<file path="src/rtl/core/assert_macros.svh">
// ----------------------------------------------------------------------------
// assert_macros.svh
// concurrent assertion helpers included by tcp_option_walker
// ----------------------------------------------------------------------------
`ifndef ASSERT_MACROS_SVH
`define ASSERT_MACROS_SVH

`ifndef ASSERT_OFF
// property that must hold at every clock edge outside reset
`define ASSERT_ALWAYS(label, clk, rst_n, prop) \
    label: assert property (@(posedge clk) disable iff (!rst_n) (prop)) \
        else $error("assertion failed: invariant violated");
// antecedent implies consequent in the same cycle
`define ASSERT_IMPLY(label, clk, rst_n, ante, cons) \
    label: assert property (@(posedge clk) disable iff (!rst_n) (ante) |-> (cons)) \
        else $error("assertion failed: implication violated");
`else
`define ASSERT_ALWAYS(label, clk, rst_n, prop)
`define ASSERT_IMPLY(label, clk, rst_n, ante, cons)
`endif

`endif

</file>
<file path="src/rtl/core/tow_pkg.sv">
// ----------------------------------------------------------------------------
// tow_pkg
// types and constants of the tcp option walker
// ----------------------------------------------------------------------------
package tow_pkg;

    localparam int BYTE_W = 8;
    localparam int SIZE_W = 16;

    localparam logic [BYTE_W-1:0] KIND_EOL    = 8'd0;
    localparam logic [BYTE_W-1:0] KIND_NOP    = 8'd1;
    localparam logic [BYTE_W-1:0] KIND_MSS    = 8'd2;
    localparam logic [BYTE_W-1:0] MSS_LENGTH  = 8'd4;
    localparam logic [BYTE_W-1:0] MIN_LENGTH  = 8'd2;

    typedef enum logic [2:0] {
        EV_NONE   = 3'd0,
        EV_EOL    = 3'd1,
        EV_NOP    = 3'd2,
        EV_MSS    = 3'd3,
        EV_OTHER  = 3'd4,
        EV_BROKEN = 3'd5,
        EV_LENERR = 3'd6
    } event_t;

    typedef enum logic [2:0] {
        PH_HALT   = 3'd0,
        PH_KIND   = 3'd1,
        PH_LEN    = 3'd2,
        PH_MSS_HI = 3'd3,
        PH_MSS_LO = 3'd4,
        PH_SKIP   = 3'd5
    } phase_t;

    typedef struct packed {
        event_t              event_kind;
        logic [SIZE_W-1:0]   segment_size;
        logic [BYTE_W-1:0]   option_length;
        logic                area_done;
    } result_t;

endpackage

</file>
<file path="src/rtl/core/tow_step.sv">
// ----------------------------------------------------------------------------
// tow_step
// walk state registers and the per-byte next state and result logic
// ----------------------------------------------------------------------------
module tow_step #(
    parameter int AREA_BYTES = 40
) (
    input  logic                        aclk,
    input  logic                        aresetn,
    input  logic                        accept,
    input  logic [tow_pkg::BYTE_W-1:0]  option_byte,
    input  logic                        area_start,
    output logic                        res_valid,
    output tow_pkg::result_t            res
);

    localparam int PosW = $clog2(AREA_BYTES);
    localparam int SumW = tow_pkg::BYTE_W + 1;

    tow_pkg::phase_t             phase_reg, phase_next;
    logic [PosW-1:0]             pos_reg, pos_next;
    logic [PosW-1:0]             opt_start_reg, opt_start_next;
    logic [tow_pkg::BYTE_W-1:0]  skip_reg, skip_next;
    logic                        is_mss_reg, is_mss_next;
    logic [tow_pkg::BYTE_W-1:0]  size_hi_reg, size_hi_next;

    tow_pkg::phase_t             phase_cur;
    logic [PosW-1:0]             pos_cur;
    logic                        active;
    logic                        last_byte;
    logic [SumW-1:0]             opt_end;
    logic                        emit;
    logic                        stop;
    tow_pkg::event_t             ev;
    logic [tow_pkg::SIZE_W-1:0]  size_val;
    logic [tow_pkg::BYTE_W-1:0]  len_val;

    always_comb begin
        phase_cur      = area_start ? tow_pkg::PH_KIND : phase_reg;
        pos_cur        = area_start ? '0 : pos_reg;
        active         = area_start || (phase_reg != tow_pkg::PH_HALT);
        last_byte      = (pos_cur == PosW'(AREA_BYTES - 1));
        opt_end        = SumW'(opt_start_reg) + SumW'(option_byte);

        phase_next     = phase_cur;
        opt_start_next = opt_start_reg;
        skip_next      = skip_reg;
        is_mss_next    = is_mss_reg;
        size_hi_next   = size_hi_reg;
        emit           = 1'b0;
        stop           = 1'b0;
        ev             = tow_pkg::EV_NONE;
        size_val       = '0;
        len_val        = '0;

        unique case (phase_cur)
            tow_pkg::PH_KIND: begin
                opt_start_next = pos_cur;
                is_mss_next    = (option_byte == tow_pkg::KIND_MSS);
                if (option_byte == tow_pkg::KIND_EOL) begin
                    ev   = tow_pkg::EV_EOL;
                    emit = 1'b1;
                    stop = 1'b1;
                end else if (option_byte == tow_pkg::KIND_NOP) begin
                    ev   = tow_pkg::EV_NOP;
                    emit = 1'b1;
                end else if (last_byte) begin
                    // no room left for the length byte
                    ev   = tow_pkg::EV_LENERR;
                    emit = 1'b1;
                    stop = 1'b1;
                end else begin
                    phase_next = tow_pkg::PH_LEN;
                end
            end
            tow_pkg::PH_LEN: begin
                len_val = option_byte;
                if (option_byte < tow_pkg::MIN_LENGTH ||
                    opt_end > SumW'(AREA_BYTES)) begin
                    ev   = tow_pkg::EV_LENERR;
                    emit = 1'b1;
                    stop = 1'b1;
                end else if (is_mss_reg) begin
                    if (option_byte == tow_pkg::MSS_LENGTH) begin
                        phase_next = tow_pkg::PH_MSS_HI;
                        len_val    = '0;
                    end else begin
                        ev   = tow_pkg::EV_BROKEN;
                        emit = 1'b1;
                        stop = 1'b1;
                    end
                end else begin
                    ev        = tow_pkg::EV_OTHER;
                    emit      = 1'b1;
                    skip_next = option_byte - tow_pkg::MIN_LENGTH;
                    phase_next = (option_byte == tow_pkg::MIN_LENGTH) ?
                                 tow_pkg::PH_KIND : tow_pkg::PH_SKIP;
                end
            end
            tow_pkg::PH_MSS_HI: begin
                size_hi_next = option_byte;
                phase_next   = tow_pkg::PH_MSS_LO;
            end
            tow_pkg::PH_MSS_LO: begin
                ev         = tow_pkg::EV_MSS;
                emit       = 1'b1;
                size_val   = {size_hi_reg, option_byte};
                len_val    = tow_pkg::MSS_LENGTH;
                phase_next = tow_pkg::PH_KIND;
            end
            tow_pkg::PH_SKIP: begin
                skip_next = skip_reg - tow_pkg::BYTE_W'(1);
                if (skip_reg == tow_pkg::BYTE_W'(1)) begin
                    phase_next = tow_pkg::PH_KIND;
                end
            end
            default: begin
                phase_next = tow_pkg::PH_HALT;
            end
        endcase

        // the last byte of the area always closes the walk
        if (!stop && last_byte) begin
            stop = 1'b1;
            emit = 1'b1;
        end
        if (stop) begin
            phase_next = tow_pkg::PH_HALT;
        end
        pos_next = pos_cur + PosW'(1);

        res_valid         = active && emit;
        res.event_kind    = ev;
        res.segment_size  = size_val;
        res.option_length = len_val;
        res.area_done     = stop;
    end

    always_ff @(posedge aclk) begin
        if (!aresetn) begin
            phase_reg     <= tow_pkg::PH_HALT;
            pos_reg       <= '0;
            opt_start_reg <= '0;
            skip_reg      <= '0;
            is_mss_reg    <= 1'b0;
            size_hi_reg   <= '0;
        end else if (accept && active) begin
            phase_reg     <= phase_next;
            pos_reg       <= pos_next;
            opt_start_reg <= opt_start_next;
            skip_reg      <= skip_next;
            is_mss_reg    <= is_mss_next;
            size_hi_reg   <= size_hi_next;
        end
    end

endmodule

</file>
<file path="src/rtl/core/tow_out_reg.sv">
// ----------------------------------------------------------------------------
// tow_out_reg
// result register of the walker, refilled in the cycle it is drained
// ----------------------------------------------------------------------------
module tow_out_reg (
    input  logic                          aclk,
    input  logic                          aresetn,
    input  logic                          load,
    input  logic                          load_valid,
    input  tow_pkg::result_t              load_data,
    output logic                          free,
    output logic                          m_valid,
    input  logic                          m_ready,
    output logic [2:0]                    m_event_kind,
    output logic [tow_pkg::SIZE_W-1:0]    m_segment_size,
    output logic [tow_pkg::BYTE_W-1:0]    m_option_length,
    output logic                          m_area_done
);

    logic             valid_reg;
    tow_pkg::result_t data_reg;

    assign free = !valid_reg || m_ready;

    always_ff @(posedge aclk) begin
        if (!aresetn) begin
            valid_reg <= 1'b0;
        end else if (free) begin
            valid_reg <= load && load_valid;
        end
    end

    always_ff @(posedge aclk) begin
        if (free && load && load_valid) begin
            data_reg <= load_data;
        end
    end

    assign m_valid         = valid_reg;
    assign m_event_kind    = data_reg.event_kind;
    assign m_segment_size  = data_reg.segment_size;
    assign m_option_length = data_reg.option_length;
    assign m_area_done     = data_reg.area_done;

endmodule

</file>
<file path="src/rtl/core/tcp_option_walker.sv">
// ----------------------------------------------------------------------------
// tcp_option_walker
// byte-serial walker over a tcp option area with registered results
// ----------------------------------------------------------------------------
// takes one option byte per transaction, s_area_start marking the first byte
// of an area of AREA_BYTES bytes. it reports end-of-list, each no-op, mss
// with its big-endian value, and other options with their length byte; a
// broken mss length, a length below 2 or an option running past the area is
// flagged and ends the walk. after the walk ends, bytes are dropped without a
// result until the next area start; the last byte of an area, if the walk is
// still running, yields a result with m_area_done set. a byte is taken every
// cycle while s_ready is high: the walk takes one short step per byte and each
// result sits in a single output register: it shows in the cycle after its byte
// is taken; s_ready only drops while that register holds an untaken result.
// ----------------------------------------------------------------------------
`include "assert_macros.svh"

module tcp_option_walker #(
    parameter int AREA_BYTES = 40
) (
    input  logic                          aclk,
    input  logic                          aresetn,
    // option bytes
    input  logic                          s_valid,
    output logic                          s_ready,
    input  logic [tow_pkg::BYTE_W-1:0]    s_option_byte,
    input  logic                          s_area_start,
    // walk events
    output logic                          m_valid,
    input  logic                          m_ready,
    output logic [2:0]                    m_event_kind,
    output logic [tow_pkg::SIZE_W-1:0]    m_segment_size,
    output logic [tow_pkg::BYTE_W-1:0]    m_option_length,
    output logic                          m_area_done
);

    logic             accept;
    logic             res_valid;
    tow_pkg::result_t res;

    // a byte moves in whenever the output register is empty or drains now
    assign accept = s_valid && s_ready;

    // walk state and per-byte decision
    tow_step #(
        .AREA_BYTES (AREA_BYTES)
    ) u_step (
        .aclk        (aclk),
        .aresetn     (aresetn),
        .accept      (accept),
        .option_byte (s_option_byte),
        .area_start  (s_area_start),
        .res_valid   (res_valid),
        .res         (res)
    );

    // result register toward the consumer
    tow_out_reg u_out (
        .aclk            (aclk),
        .aresetn         (aresetn),
        .load            (accept),
        .load_valid      (res_valid),
        .load_data       (res),
        .free            (s_ready),
        .m_valid         (m_valid),
        .m_ready         (m_ready),
        .m_event_kind    (m_event_kind),
        .m_segment_size  (m_segment_size),
        .m_option_length (m_option_length),
        .m_area_done     (m_area_done)
    );

    // an empty output register never holds back the input side
    `ASSERT_IMPLY(a_ready_when_empty, aclk, aresetn, !m_valid, s_ready)
    // end-of-list, broken mss and length errors always close the walk
    `ASSERT_IMPLY(a_fatal_closes, aclk, aresetn,
        m_valid && (m_event_kind == tow_pkg::EV_EOL ||
                    m_event_kind == tow_pkg::EV_BROKEN ||
                    m_event_kind == tow_pkg::EV_LENERR),
        m_area_done)
    // only an mss result carries a segment size, and it reports length four
    `ASSERT_ALWAYS(a_mss_fields, aclk, aresetn,
        !m_valid || (m_event_kind == tow_pkg::EV_MSS ?
                     m_option_length == tow_pkg::MSS_LENGTH : m_segment_size == '0))

endmodule

</file>
<file path="config.mk">
export PLATFORM = sky130hd
export DESIGN_NAME = tcp_option_walker
export DESIGN_NICKNAME = d
export VERILOG_FILES = /design/src/rtl/core/tow_pkg.sv /design/src/rtl/core/tow_step.sv /design/src/rtl/core/tow_out_reg.sv /design/src/rtl/core/tcp_option_walker.sv
export VERILOG_INCLUDE_DIRS = /design/src /design/src/rtl/core
export SDC_FILE = /design/constraint.sdc
export NUM_CORES = 1
export LEC_CHECK = 0
export BUFFER_PORTS_ARGS = -buffer_cell sky130_fd_sc_hd__buf_2
export CAP_MARGIN = 10
export CORE_MARGIN = 2
export CORE_UTILIZATION = 35
export CTS_CLUSTER_SIZE = 12
export DETAILED_ROUTE_END_ITERATION = 12
export GPL_TIMING_DRIVEN = 1
export PLACE_DENSITY = 0.66
export SYNTH_ARGS = -nofsm -noshare
export SYNTH_HDL_FRONTEND = slang
export SYNTH_SLANG_ARGS = --single-unit
</file>
<file path="constraint.sdc">
create_clock -name aclk -period 4.1 [get_ports aclk]
set_clock_uncertainty 0.1 [all_clocks]
set_input_delay 0 -clock aclk [delete_from_list [all_inputs] [get_ports aclk]]
set_output_delay 0 -clock aclk [all_outputs]
set_load 0.005 [all_outputs]
</file>
Word level (Yosys, flattened, before mapping)
Cells that the tools add are included.
W data, S select, Z words.
- $add $sub $neg: 4
- order comparisons: 2
- eq/ne operators: 12
- muxes and demuxes: 40
- reduce and logical (&&, ||, !) cells: 18
- operators with widths (operator ; number):
    $mux W3 ; 16
    $mux W8 ; 5
    $pmux W8 S2 ; 2
    $eq A8 B1 Y1 const B ; 2
    $pmux W3 S5 ; 1
    $mux W1 ; 12
    $add A6 B8 Y9 ; 1
    $gt A9 B6 Y1 const B ; 1
    $pmux W3 S3 ; 1
    $eq A8 B2 Y1 const B ; 1
    $eq A8 B3 Y1 const B ; 1
    $logic_not A8 Y1 ; 1
    $lt A8 B2 Y1 const B ; 1
    $sub A8 B1 Y8 const B ; 1
    $sub A8 B2 Y8 const B ; 1
    $logic_and A1 B1 Y1 ; 7
    $add A6 B1 Y6 const B ; 1
    $eq A3 B2 Y1 const B ; 2
    $eq A3 B3 Y1 const B ; 2
    $eq A6 B6 Y1 const B ; 1
    $mux W6 ; 1
    $ne A2 B2 Y1 const B ; 2
    $reduce_and A2 Y1 ; 2
    $reduce_and A4 Y1 ; 1
    other kinds (7) ; 10
- bits in registers: 61
- input bits: 13
- output and inout bits: 30
- word-level logic and storage cells: 87

Depth between registers and ports, before layout
Gate-level depths: netlist of run 1.
- word-level depth: 11
- gate-level depth with buffers: 10
- gate-level depth less buffers: 9

By module
A second synthesis of run 1 with hierarchy kept.
- cell total of the unflattened synthesis: 352
- area, all modules: 3335.7 µm²
- by module, submodules not included (module ; times used ; cells an instance ; area each (µm²) ; seq. area each (µm²)):
    tow_step ; 1 ; 318 ; 2423.6 ; 640.6
    tow_out_reg ; 1 ; 33 ; 905.9 ; 860.8
    tcp_option_walker ; 1 ; 1 ; 6.3 ; 0.0

Least setup slack after synthesis of run 1
No wires, ideal clock.
- path type: reg2reg
- start: register u_step.opt_start_reg[0]
- end: register u_out.data_reg (netlist bit u_out.m_area_done), enable pin
- setup time: 0.422 ns
- data arrival time: 3.476 ns
- data required time: 3.578 ns
- setup slack: 0.102 ns
- cell stages (with the launch flop): 10
- buffers on the path: 0
- clock period less this slack: 3.998 ns
- cells stage by stage: dfxtp_1 -> ha_1 -> fa_1 -> xnor2_1 -> a22o_2 -> a21oi_1 -> o211ai_4 -> a41oi_1 -> nor3_1 -> a21oi_1
- word-level cells in the longest chain between the ends: 10
- elaborated cells on any way between the ends: 12
- those cells by class: add/sub: 1; order compare: 1; mux: 5; reduce/logical: 5
- ends and longest elaborated chain (item ; RTL line ; RTL):
    from (decl) ; tow_step.sv:22 ; logic [PosW-1:0] opt_start_reg, opt_start_next;
    from (signal assigned) ; tow_step.sv:150 ; opt_start_reg <= opt_start_next;
    $add A6 B8 Y9 (*) ; tow_step.sv:43 ; opt_end = SumW'(opt_start_reg) + SumW'(option_byte);
    $gt A9 B6 Y1 (*) ; tow_step.sv:79 ; opt_end > SumW'(AREA_BYTES)) begin
    $logic_or A1 B1 Y1 (*) ; tow_step.sv:78 ; if (option_byte < tow_pkg::MIN_LENGTH ||
    $mux W1 ; tow_step.sv:78 ;
    $pmux W1 S2 ; tow_step.sv:56 ; unique case (phase_cur)
    $logic_not A1 Y1 ; tow_step.sv:123 ; if (!stop && last_byte) begin
    $logic_and A1 B1 Y1 ; tow_step.sv:123 ;
    $mux W1 (*) ; tow_step.sv:123 ;
    $logic_and A1 B1 Y1 (*) ; tow_step.sv:132 ; res_valid = active && emit;
    $logic_and A1 B1 Y1 (*) ; tow_out_reg.sv:34 ; if (free && load && load_valid) begin
    to (signal assigned) ; tow_out_reg.sv:35 ; data_reg <= load_data;
    to (decl) ; tow_out_reg.sv:21 ; tow_pkg::result_t data_reg;
Mark *: on every way between the ends. The rest lies on a longest branch, timed or not.
A chain may end at the register's enable or synchronous reset.

Worst setup path in the final report of run 1
- start: input port s_option_byte[0] in the netlist's numbering
- end: register u_out.data_reg (netlist bit u_out.m_segment_size[11]), enable pin
- word-level cells in the longest chain between the ends: 10
- elaborated cells on any way between the ends: 23
- those cells by class: add/sub: 1; order compare: 2; eq/ne: 2; mux: 12; reduce/logical: 6
- ends and longest elaborated chain (item ; RTL line ; RTL):
    from (decl) ; tcp_option_walker.sv:26 ; input logic [tow_pkg::BYTE_W-1:0] s_option_byte,
    $add A6 B8 Y9 or $eq A8 B3 Y1 (tied branches) ; tow_step.sv:43, tow_step.sv:84 ;
    $gt A9 B6 Y1 or $mux W1 (tied branches) ; tow_step.sv:79, tow_step.sv:84 ;
    $logic_or A1 B1 Y1 or $mux W1 (tied branches) ; tow_step.sv:78, tow_step.sv:83 ;
    $mux W1 ; tow_step.sv:78 ;
    $pmux W1 S2 ; tow_step.sv:56 ;
    $logic_not A1 Y1 ; tow_step.sv:123 ;
    $logic_and A1 B1 Y1 ; tow_step.sv:123 ;
    $mux W1 (*) ; tow_step.sv:123 ;
    $logic_and A1 B1 Y1 (*) ; tow_step.sv:132 ;
    $logic_and A1 B1 Y1 (*) ; tow_out_reg.sv:34 ;
Marked as above.

==> flow_metrics.py, run 1 <==
metrics = {
    "clock_tree": {
        "clockBufferDepth": 2,
        "cts_root_buffer": "clkbuf_8",
        "cts_tree": "built",
        "numCtsBuffers": 9,
        "clk_pin_slew_ns": 0.06,
        "clock_latency_ns": 0.35,
        "cts_max_level": 3,
        "cts_setup_buffers": 0,
        "cts_sinks": 61,
    },
    "finish": {
        "area_delta_synth_final_pct": 18.5,
        "nets": 424,
        "layout_commonest_cell": "nor2_1",
        "largest_reg_flops": 16,
        "fin_cells": 534,
        "drive_gt1_share_pct": 19.3,
        "layout_common_cells": "nor2_1 (44), buf_2 (42), dfxtp_1 (33)",
        "antenna_cells": 0,
    },
    "pwr": {
        "power_frac_seq_pct": 48.3,
        "power_frac_comb_pct": 8.0,
        "p_per_area_nw_per_um2": 333,
        "clkPwrFrac_pct": 43.7,
        "netSwitchingFraction_pct": 23.8,
        "internal_power_mw": 1.01,
        "power.leakage_nw": 1.49,
        "vdd_ir_drop_max_uv": 147,
        "power.switching_mw": 0.315,
    },
    "worst_setup_path": {
        "critPathMostFrequentCell": "nand2_1",
        "path_max_fanout": 28,
        "crit_chain": "dlygate4sd3_1 -> buf_2 -> ha_1 -> fa_1 -> xnor2_1 -> nand2_1 -> a311o_1 -> o211ai_4 -> a41o_2 -> nand2_1 -> a21oi_2 -> buf_4",
        "critPathArrivalTime_ns": 3.22,
        "cpPeakStageDelay_ns": 0.53,
        "worstReg2RegStart": "u_step.opt_start_reg[0]",
        "crit_start": "s_option_byte[0]",
        "critical_path_class": "primary input to register",
        "rrSetupSlack_ns": 0.92,
        "required_ns": 4.01,
        "cp-end-kind": "register",
        "cp-start-kind": "primary input",
        "critPathSlowestCell": "dlygate4sd3_1",
        "r2r_cells": 10,
        "r2r-end": "u_out.m_segment_size[11]",
    },
    "synthesis": {
        "syn_nets": 377,
        "async_flop_share_pct": 0,
        "yosysSeqAreaShare_pct": 44.6,
        "synth_xor_area_share_pct": 1.30,
        "syn_avg_cell_area_um2": 9.53,
        "postSynthCellCount": 353,
        "yosys.area_share.simple_pct": 25.1,
        "yosys_warnings": 0,
        "synth.distinct_cells": 65,
        "synth_compound_area_share_pct": 17.2,
        "synth_edf_count": 28,
        "netlist_area_um2": 3360,
        "synth.area.mux_share_pct": 3.87,
        "synth_top_family_by_area": "simple AND/OR/NAND/NOR gates",
        "synth_flop_cell": "dfxtp_1",
        "ys_seq_elements": 61,
        "synthAdderAreaFrac_pct": 4.32,
    },
    "timing": {
        "maxSlewHeadroom_pct": 33.1,
        "fin_crit_ns": 3.31,
        "rsz0062_at_grt": "false",
        "setup_violations": 0,
        "clock.fmax_ghz": 0.302,
        "tightest_slew_ns": 1.00,
        "tns_ns": 0,
        "hold_violations": 0,
        "slew_violations": 0,
        "period_share_pct": 80.7,
        "hold_ws_ns": 0.0217,
    },
    "floorplan": {
        "io_pins": 43,
        "dieArea_um2": 10400,
        "start_util_pct": 36.2,
        "coreArea_um2": 9280,
        "die_h_um": 102,
        "die_w_um": 102,
        "row_count": 35,
    },
    "grt": {
        "grt_pass1_vias": 2621,
        "grtUsageTotal_pct": 16.6,
        "grt_pass1_wl_um": 13200,
        "grt.overflow.total": 0,
        "antenna_found_initial": 0,
        "grt_max_degree": 30,
    },
    "routing": {
        "drc": 0,
        "ant_nets": 0,
        "wl_per_cell_um": 15.2,
        "vias_per_cell": 5.22,
        "drtPass1Iterations": 4,
        "vias": 2786,
        "drt_wl_total_um": 8130,
        "first_iter_violations": 149,
    },
    "hold_path": {
        "min_path_type": "primary input to register",
        "min_to": "u_out.m_valid",
        "holdPathStages": 3,
        "hp-start": "m_ready",
    },
    "placement": {
        "hpwl_um": 5640,
        "dp.cells": 508,
        "gp_congestion": 0.931,
        "io_buffers": 42,
    },
    "job": {
        "max-cap-violations": 0,
    },
    "status": {
        "status": "complete, no violations",
    },
}
-- how the worst max path moves through the flow --
stage | cells after the start | end
after floorplan | 9 | u_out.m_area_done
after global placement | 10 | u_out.m_segment_size[14]
after detailed placement | 10 | u_out.m_segment_size[7]
after CTS | 12 | u_out.m_segment_size[11]
after global routing | 12 | u_out.m_segment_size[12]
final | 12 | u_out.m_segment_size[11]
-- power groups by stage --
stage | sequential [mW] | combinational (mW) | clock (mW)
5_1_grt | 0.640 | 0.117 | 0.615
4_1_cts | 0.640 | 0.106 | 0.589
3_5_place_dp | 0.654 | 0.0977 | 0
6_report | 0.640 | 0.106 | 0.579
3_3_place_gp | 0.653 | 0.0973 | 0
2_1_floorplan | 0.652 | 0.0653 | 0
-- routing by layer --
layer | vias to the layer above | track usage [%] | routed length, um
li1 | 1388 | - | -
met1 | 1296 | 20.4 | 3660
met2 | 89 | 27.2 | 3850
met3 | 13 | 4.99 | 488
met4 | 0 | 6.77 | 137
met5 | - | 0 | 0
-- worst max-delay path: cells and delay by family --
kind                       cells  cell delay, ns
AOI/OAI and AO/OA              4            1.05
xor gates and xnor gates       1            0.24
adders and majority gates      2            0.66
buffers and inverters          3            1.07
and+or+nand+nor                2            0.17
-- area by class of cell --
type	count	area, um2
Timing Repair Buffer	55	333
Sequential cell	61	1500
Multi-Input combinational cell	263	1750
Tap cell	129	161
Fill cell	913	5300
Clock buffer	10	128
Clock inverter	6	78.8
Inverter	10	37.5
-- cell usage after synthesis, types with 2 or more instances --
| master | n | share of area [%] |
|---|---|---|
| a22oi_1 | 2 | 0.45 |
| a21o_1 | 2 | 0.45 |
| a41oi_1 | 3 | 0.78 |
| mux2i_1 | 13 | 3.9 |
| buf_2 | 2 | 0.30 |
| ha_1 | 10 | 3.7 |
| inv_1 | 10 | 1.1 |
| dfxtp_1 | 33 | 20 |
| nand2_1 | 25 | 2.8 |
| o21ai_0 | 10 | 1.5 |
| a31o_2 | 2 | 0.52 |
| nor3_1 | 8 | 1.2 |
| nor2_1 | 44 | 4.9 |
| or3_1 | 4 | 0.74 |
| edfxtp_1 | 28 | 25 |
| o31ai_1 | 5 | 1.1 |
| a21oi_1 | 25 | 3.7 |
| nand2b_1 | 9 | 1.7 |
| a211oi_1 | 2 | 0.45 |
| nand2_2 | 2 | 0.37 |
| clkbuf_1 | 16 | 1.8 |
| nor3b_1 | 5 | 1.1 |
| or4_1 | 2 | 0.45 |
| o221a_2 | 2 | 0.67 |
| xnor2_1 | 4 | 1.0 |
| nor2b_1 | 4 | 0.74 |
| nand3_1 | 7 | 1.0 |
| o2111ai_1 | 2 | 0.52 |
| nor4_1 | 6 | 1.1 |
| and2_1 | 22 | 4.1 |
| o211ai_1 | 5 | 1.1 |
| a31oi_1 | 6 | 1.1 |
-- logic make-up after synthesis --
group           after synthesis
simple gates                153
compound gates               81
flops                        61
buf+inv                      29
mux                          13
fa+ha+maj                    11
xor+xnor                      5
-- per-stage QoR --
step / area (um2) / util, % / setup WS, ns / power, mW
after floorplan: 3360 / - / 0.102 / 0.718
after global placement: 3680 / 39.6 / 1.02 / 0.751
after detailed placement: 3680 / 39.6 / 0.926 / 0.751
after CTS: 3990 / 42.9 / 0.813 / 1.34
after global routing: 3990 / 42.9 / 0.640 / 1.37
final: 3990 / 42.9 / 0.792 / 1.33
-- repair_timing --
| action | in CTS | in global routing |
|---|---|---|
| hold buffers | 10 | 0 |
| endpoints found under the hold margin | 17 | 0 |
| resized for setup | 0 | 0 |
Power figures use the tool's default switching activity.
==> run 2: changes to the inputs <==
--- a/config.mk
+++ b/config.mk
@@ -13,7 +13,7 @@
 export CTS_CLUSTER_SIZE = 12
 export DETAILED_ROUTE_END_ITERATION = 12
 export GPL_TIMING_DRIVEN = 1
-export PLACE_DENSITY = 0.66
+export PLACE_DENSITY = 0.64
 export SYNTH_ARGS = -nofsm -noshare
 export SYNTH_HDL_FRONTEND = slang
 export SYNTH_SLANG_ARGS = --single-unit
==> constraint.sdc (replaced) <==
create_clock -name aclk -period 3.4 [get_ports aclk]
set_clock_uncertainty 0.1 [all_clocks]
set_input_delay 0 -clock aclk [delete_from_list [all_inputs] [get_ports aclk]]
set_output_delay 0 -clock aclk [all_outputs]
set_load 0.005 [all_outputs]
==> run 2 against run 1 <==
  * Worst setup slack worse by 0.62 ns
  * Sequential share of layout area is 0.78 points lower
  * Clock-buffer cell count stayed put
  * Clock power is 31% higher
  * Flip-flop and latch count stayed put
  * Sequential power is 21% higher
  * Cell count is 0.75% higher
  * Worst hold slack worse by 0.013 ns
  * Via count is 1.8% higher
  * Global-route usage is 0.20 points lower
  * Critical path depth is 2 lower
==> flow_metrics.py, run 2 (synthesis results as in run 1) <==
metrics = {
    "status": {
        "status": "complete, no violations",
    },
    "pwr": {
        "power_frac_seq_pct": 46.4,
        "finalPower_mw": 1.66,
        "power.leakage_nw": 1.53,
        "vdd_ir_drop_max_uv": 220,
        "p_per_area_nw_per_um2": 409,
        "power_frac_comb_pct": 7.9,
        "power.switching_mw": 0.369,
        "internal_power_mw": 1.29,
        "netSwitchingFraction_pct": 22.2,
        "clkPwrFrac_pct": 45.7,
    },
    "clock_tree": {
        "cts_tree": "built",
        "numCtsBuffers": 9,
        "clk_pin_slew_ns": 0.06,
        "clock_latency_ns": 0.34,
        "cts_sinks": 61,
        "cts_max_level": 3,
        "clockBufferDepth": 2,
        "cts_root_buffer": "clkbuf_8",
        "cts_setup_buffers": 0,
    },
    "job": {
        "max-cap-violations": 0,
    },
    "worst_setup_path": {
        "crit_family": "compound AO/OA/AOI/OAI gates",
        "worstReg2RegStart": "u_step.opt_start_reg[0]",
        "critPathArrivalTime_ns": 3.35,
        "rrSetupSlack_ns": 0.18,
        "required_ns": 3.53,
        "cp-start-kind": "register",
        "r2r_cells": 10,
        "crit_chain": "ha_1 -> fa_1 -> a21oi_2 -> mux2i_1 -> a311o_1 -> o211ai_4 -> a41oi_2 -> nor3_4 -> a31oi_1 -> dlygate4sd3_1",
        "cpPeakStageDelay_ns": 0.56,
        "critPathSlowestCell": "dlygate4sd3_1",
        "critical_path_class": "register to register",
        "r2r-end": "u_out.m_valid",
        "crit_buf_inv": 1,
        "cp-end-kind": "register",
        "path_max_fanout": 3,
    },
    "placement": {
        "hpwl_um": 5620,
        "gp_congestion": 0.877,
        "dp.cells": 513,
        "dpl-instance-area_um2": 3720,
        "io_buffers": 42,
    },
    "finish": {
        "area_delta_synth_final_pct": 21.0,
        "antenna_cells": 0,
        "largest_reg_flops": 16,
        "stdcell_area_um2": 4070,
        "nFillCells": 913,
        "nets": 428,
        "fin_cells": 538,
        "layout_commonest_cell": "nor2_1",
        "drive_gt1_share_pct": 21.3,
        "layout_common_cells": "nor2_1 (44), buf_2 (42), dfxtp_1 (33)",
    },
    "grt": {
        "grt.overflow.total": 0,
        "grtUsageTotal_pct": 16.4,
        "grt_pass1_wl_um": 13100,
        "grt_pass1_vias": 2590,
        "grt_max_degree": 30,
        "antenna_found_initial": 0,
    },
    "hold_path": {
        "holdPathStages": 4,
        "min_to": "u_step.opt_start_reg[1]",
        "min_path_type": "primary input to register",
        "hp-start": "s_area_start",
    },
    "floorplan": {
        "dieArea_um2": 10400,
        "coreArea_um2": 9280,
        "die_h_um": 102,
        "die_w_um": 102,
        "row_count": 35,
        "start_util_pct": 36.2,
        "io_pins": 43,
    },
    "timing": {
        "clock.fmax_ghz": 0.310,
        "fin_crit_ns": 3.22,
        "tightest_slew_ns": 0.994,
        "setup_violations": 0,
        "rsz0062_at_grt": "false",
        "hold_ws_ns": 0.00846,
        "period_share_pct": 94.8,
        "slew_violations": 0,
        "maxSlewHeadroom_pct": 33.6,
        "hold_violations": 0,
        "tns_ns": 0,
    },
    "routing": {
        "ant_nets": 0,
        "vias_per_cell": 5.27,
        "wl_per_cell_um": 15.4,
        "first_iter_violations": 234,
        "drc": 0,
        "drtPass1Iterations": 4,
        "vias": 2836,
        "drt_wl_total_um": 8290,
    },
}
==> run 2: worst max-delay path by stage <==
stage / start / endpoint / depth (start not counted) / slack [ns]
global route: u_step.opt_start_reg[0] / u_out.m_valid / 10 / 0.05
CTS: u_step.opt_start_reg[0] / u_out.m_segment_size[11] / 9 / 0.03
detailed placement: u_step.opt_start_reg[0] / u_out.m_segment_size[12] / 9 / 0.03
floorplan: u_step.opt_start_reg[0] / u_out.m_area_done / 9 / 0.27
global placement: u_step.opt_start_reg[0] / u_out.m_segment_size[11] / 9 / 0.10
finish: u_step.opt_start_reg[0] / u_out.m_valid / 10 / 0.18
==> run 2: repair_timing <==
item | in CTS | in global routing
hold buffers | 8 | 0
resized for setup | 0 | 4
endpoints found under the hold margin | 14 | 0
endpoints found under the setup margin | 0 | 29
==> run 2: cell type report <==
cell class              count  area, um2  area share (%)
multi-input cells         264       1790            44.0
flip-flops and latches     61       1500            36.9
repair buffers             58        350            8.61
well taps                 129        161            3.97
clock buffers              10        128            3.14
clock inverters             6        103            2.52
inverters                  10       37.5           0.922
==> run 2: worst reg2reg max path, stage by stage, from the launching register on <==
cell and delay [ns]:
dfxtp_1 0.31, ha_1 0.21, fa_1 0.42, a21oi_2 0.23, mux2i_1 0.11, a311o_1 0.31, o211ai_4 0.22, a41oi_2 0.22
nor3_4 0.31, a31oi_1 0.12, dlygate4sd3_1 0.56
==> run 2: power by group through the flow <==
| stage | Combinational (mW) | Clock, mW | Sequential [mW] |
|---|---|---|---|
| global route | 0.144 | 0.801 | 0.773 |
| finish | 0.131 | 0.760 | 0.772 |
| CTS | 0.129 | 0.771 | 0.772 |
| global placement | 0.120 | 0 | 0.788 |
| detailed placement | 0.122 | 0 | 0.788 |
| floorplan | 0.0794 | 0 | 0.787 |
==> run 2: routing by layer <==
metal  track usage [%]  routed length (um)  up-vias
li1                  -                   -     1393
met1              20.5                3680     1347
met2              28.1                4000       84
met3              4.04                 489       12
met4              4.92                 120        0
met5                 0                   0        -
==> run 2: through the flow <==
step	util, %	setup slack, ns
after floorplan	-	0.274
after detailed placement	40.1	0.0266
after global routing	43.8	0.0535
after global placement	40.1	0.103
after CTS	43.5	0.0273
final	43.8	0.176
==> run 3: changes to the inputs <==
--- a/config.mk
+++ b/config.mk
@@ -13,7 +13,8 @@
 export CTS_CLUSTER_SIZE = 12
 export DETAILED_ROUTE_END_ITERATION = 12
 export GPL_TIMING_DRIVEN = 1
-export PLACE_DENSITY = 0.64
+export SETUP_SLACK_MARGIN = 0.2
+export SLEW_MARGIN = 20
 export SYNTH_ARGS = -nofsm -noshare
 export SYNTH_HDL_FRONTEND = slang
 export SYNTH_SLANG_ARGS = --single-unit
==> run 3 against run 2 <==
  * Critical path depth up 1
  * Sequential power about the same
  * Register-to-register slack better by 0.14 ns
  * Non-clock buffer count up 6
  * Clock power down 4.3%
  * Combinational power up 5%
  * Highest routed layer unchanged
==> flow_metrics.py, run 3 (synthesis results as in run 1) <==
metrics = {
    "clock_tree": {
        "clock_latency_ns": 0.35,
        "clockBufferDepth": 2,
        "numCtsBuffers": 9,
        "cts_tree": "built",
        "clk_pin_slew_ns": 0.07,
        "cts_root_buffer": "clkbuf_8",
        "cts_max_level": 3,
        "cts_sinks": 61,
    },
    "finish": {
        "layout_commonest_cell": "nor2_1",
        "drive_gt1_share_pct": 23.1,
        "area_delta_synth_final_pct": 22.2,
        "utilization_pct": 44.3,
        "fin_cells": 544,
        "largest_reg_flops": 16,
        "layout_common_cells": "nor2_1 (44), buf_2 (42), dfxtp_1 (33)",
        "nets": 434,
        "antenna_cells": 0,
    },
    "worst_setup_path": {
        "critPathArrivalTime_ns": 3.10,
        "cp-start-kind": "register",
        "path_max_fanout": 7,
        "required_ns": 3.41,
        "crit_chain": "ha_1 -> fa_1 -> a21oi_2 -> mux2i_1 -> a311o_1 -> o211ai_4 -> a41oi_2 -> nor3_4 -> buf_4 -> a21oi_4 -> buf_4",
        "cpPeakStageDelay_ns": 0.43,
        "crit_buf_inv": 2,
        "cp-end-kind": "register",
        "critPathSlowestCell": "fa_1",
        "critical_path_class": "register to register",
        "crit_family": "compound AO/OA/AOI/OAI gates",
        "critPathMostFrequentCell": "buf_4",
    },
    "timing": {
        "maxSlewHeadroom_pct": 29.1,
        "hold_ws_ns": 0.00157,
        "slew_violations": 0,
        "tns_ns": 0,
        "tightest_slew_ns": 1.06,
        "setup_violations": 0,
        "hold_violations": 0,
        "rsz0062_at_grt": "false",
        "period_share_pct": 90.7,
        "clock.fmax_ghz": 0.324,
        "fin_crit_ns": 3.08,
    },
    "placement": {
        "gp_congestion": 0.879,
        "io_buffers": 42,
        "dp.cells": 512,
        "hpwl_um": 5810,
    },
    "floorplan": {
        "row_count": 35,
        "die_h_um": 102,
        "dieArea_um2": 10400,
        "io_pins": 43,
        "start_util_pct": 36.2,
        "coreArea_um2": 9280,
        "die_w_um": 102,
    },
    "routing": {
        "wl_met3_um": 384,
        "drc": 0,
        "highest-signal-layer": "met4",
        "vias_per_cell": 5.24,
        "wl_per_cell_um": 16.0,
        "drt_wl_total_um": 8710,
        "met2RoutedLength_um": 4150,
        "drtPass1Iterations": 4,
        "vias": 2852,
        "first_iter_violations": 195,
        "wl_met1_um": 4060,
        "ant_nets": 0,
    },
    "status": {
        "status": "complete, no violations",
    },
    "job": {
        "max-cap-violations": 0,
    },
    "grt": {
        "grtUsageTotal_pct": 17.5,
        "grt_max_degree": 30,
        "grt_pass1_wl_um": 13900,
        "antenna_found_initial": 0,
        "grt_pass1_vias": 2667,
        "grt.overflow.total": 0,
    },
    "pwr": {
        "vdd_ir_drop_max_uv": 245,
        "p_per_area_nw_per_um2": 398,
        "finalPower_mw": 1.64,
        "power.leakage_nw": 1.56,
    },
    "hold_path": {
        "min_path_type": "primary input to register",
    },
}
## run 3: cell count changes in the layout (fill, tap and decap cells not counted), sizes merged
cell	change
buf	+7
bufinv	-1
clkinv	+1
dlygate4sd3	-1
## run 3: area by class of cell
cell class | count | area [um2]
clock buffer | 10 | 128
timing repair buffer | 64 | 405
multi-input combinational | 264 | 1790
sequential | 61 | 1500
tap | 129 | 161
fill | 943 | 5170
clock inverter | 6 | 87.6
inverter | 10 | 37.5
## run 3: metal layers
layer,vias up,GRT usage (%)
met3,11,3.76
met1,1358,21.6
met2,74,30.2
met4,0,5.85
li1,1409,-
met5,-,0
## run 3: per-stage QoR
stage               worst slack, ns  cell area [um2]
detailed placement          -0.0569             3720
global placement             0.0416             3720
finish                        0.316             4110
global route                  0.181             4110
floorplan                     0.274             3370
CTS                           0.218             4060
## run 3: path summary, 6_finish.rpt
check,cells after the start,slack (ns),from,end
max,11,0.32,u_step.opt_start_reg[0],u_out.m_area_done
min,4,0.002,s_option_byte[0],u_step.size_hi_reg[0]
max reg2reg,11,0.32,u_step.opt_start_reg[0],u_out.m_area_done
min reg2reg,2,0.38,u_step.size_hi_reg[2],u_step.size_hi_reg[2]
## run 3: what timing repair did
| action | 4_1_cts | 5_1_grt |
|---|---|---|
| hold endpoints to repair | 14 | 0 |
| pin swaps | 2 | 2 |
| resized for setup | 2 | 2 |
| endpoints found under the setup margin | 28 | 28 |
| setup buffers | 3 | 5 |
| cloned | 1 | 0 |
| hold buffers | 7 | 0 |
## run 3: power by group
part	internal [mW]	switching [mW]
sequential	0.767	0.00515
clock	0.413	0.314
combinational	0.0505	0.0860
## run 3: worst min-delay path: stages
cell and delay (ns):
buf_2 0.09, buf_4 0.17, mux2i_1 0.08, nor2_1 0.07
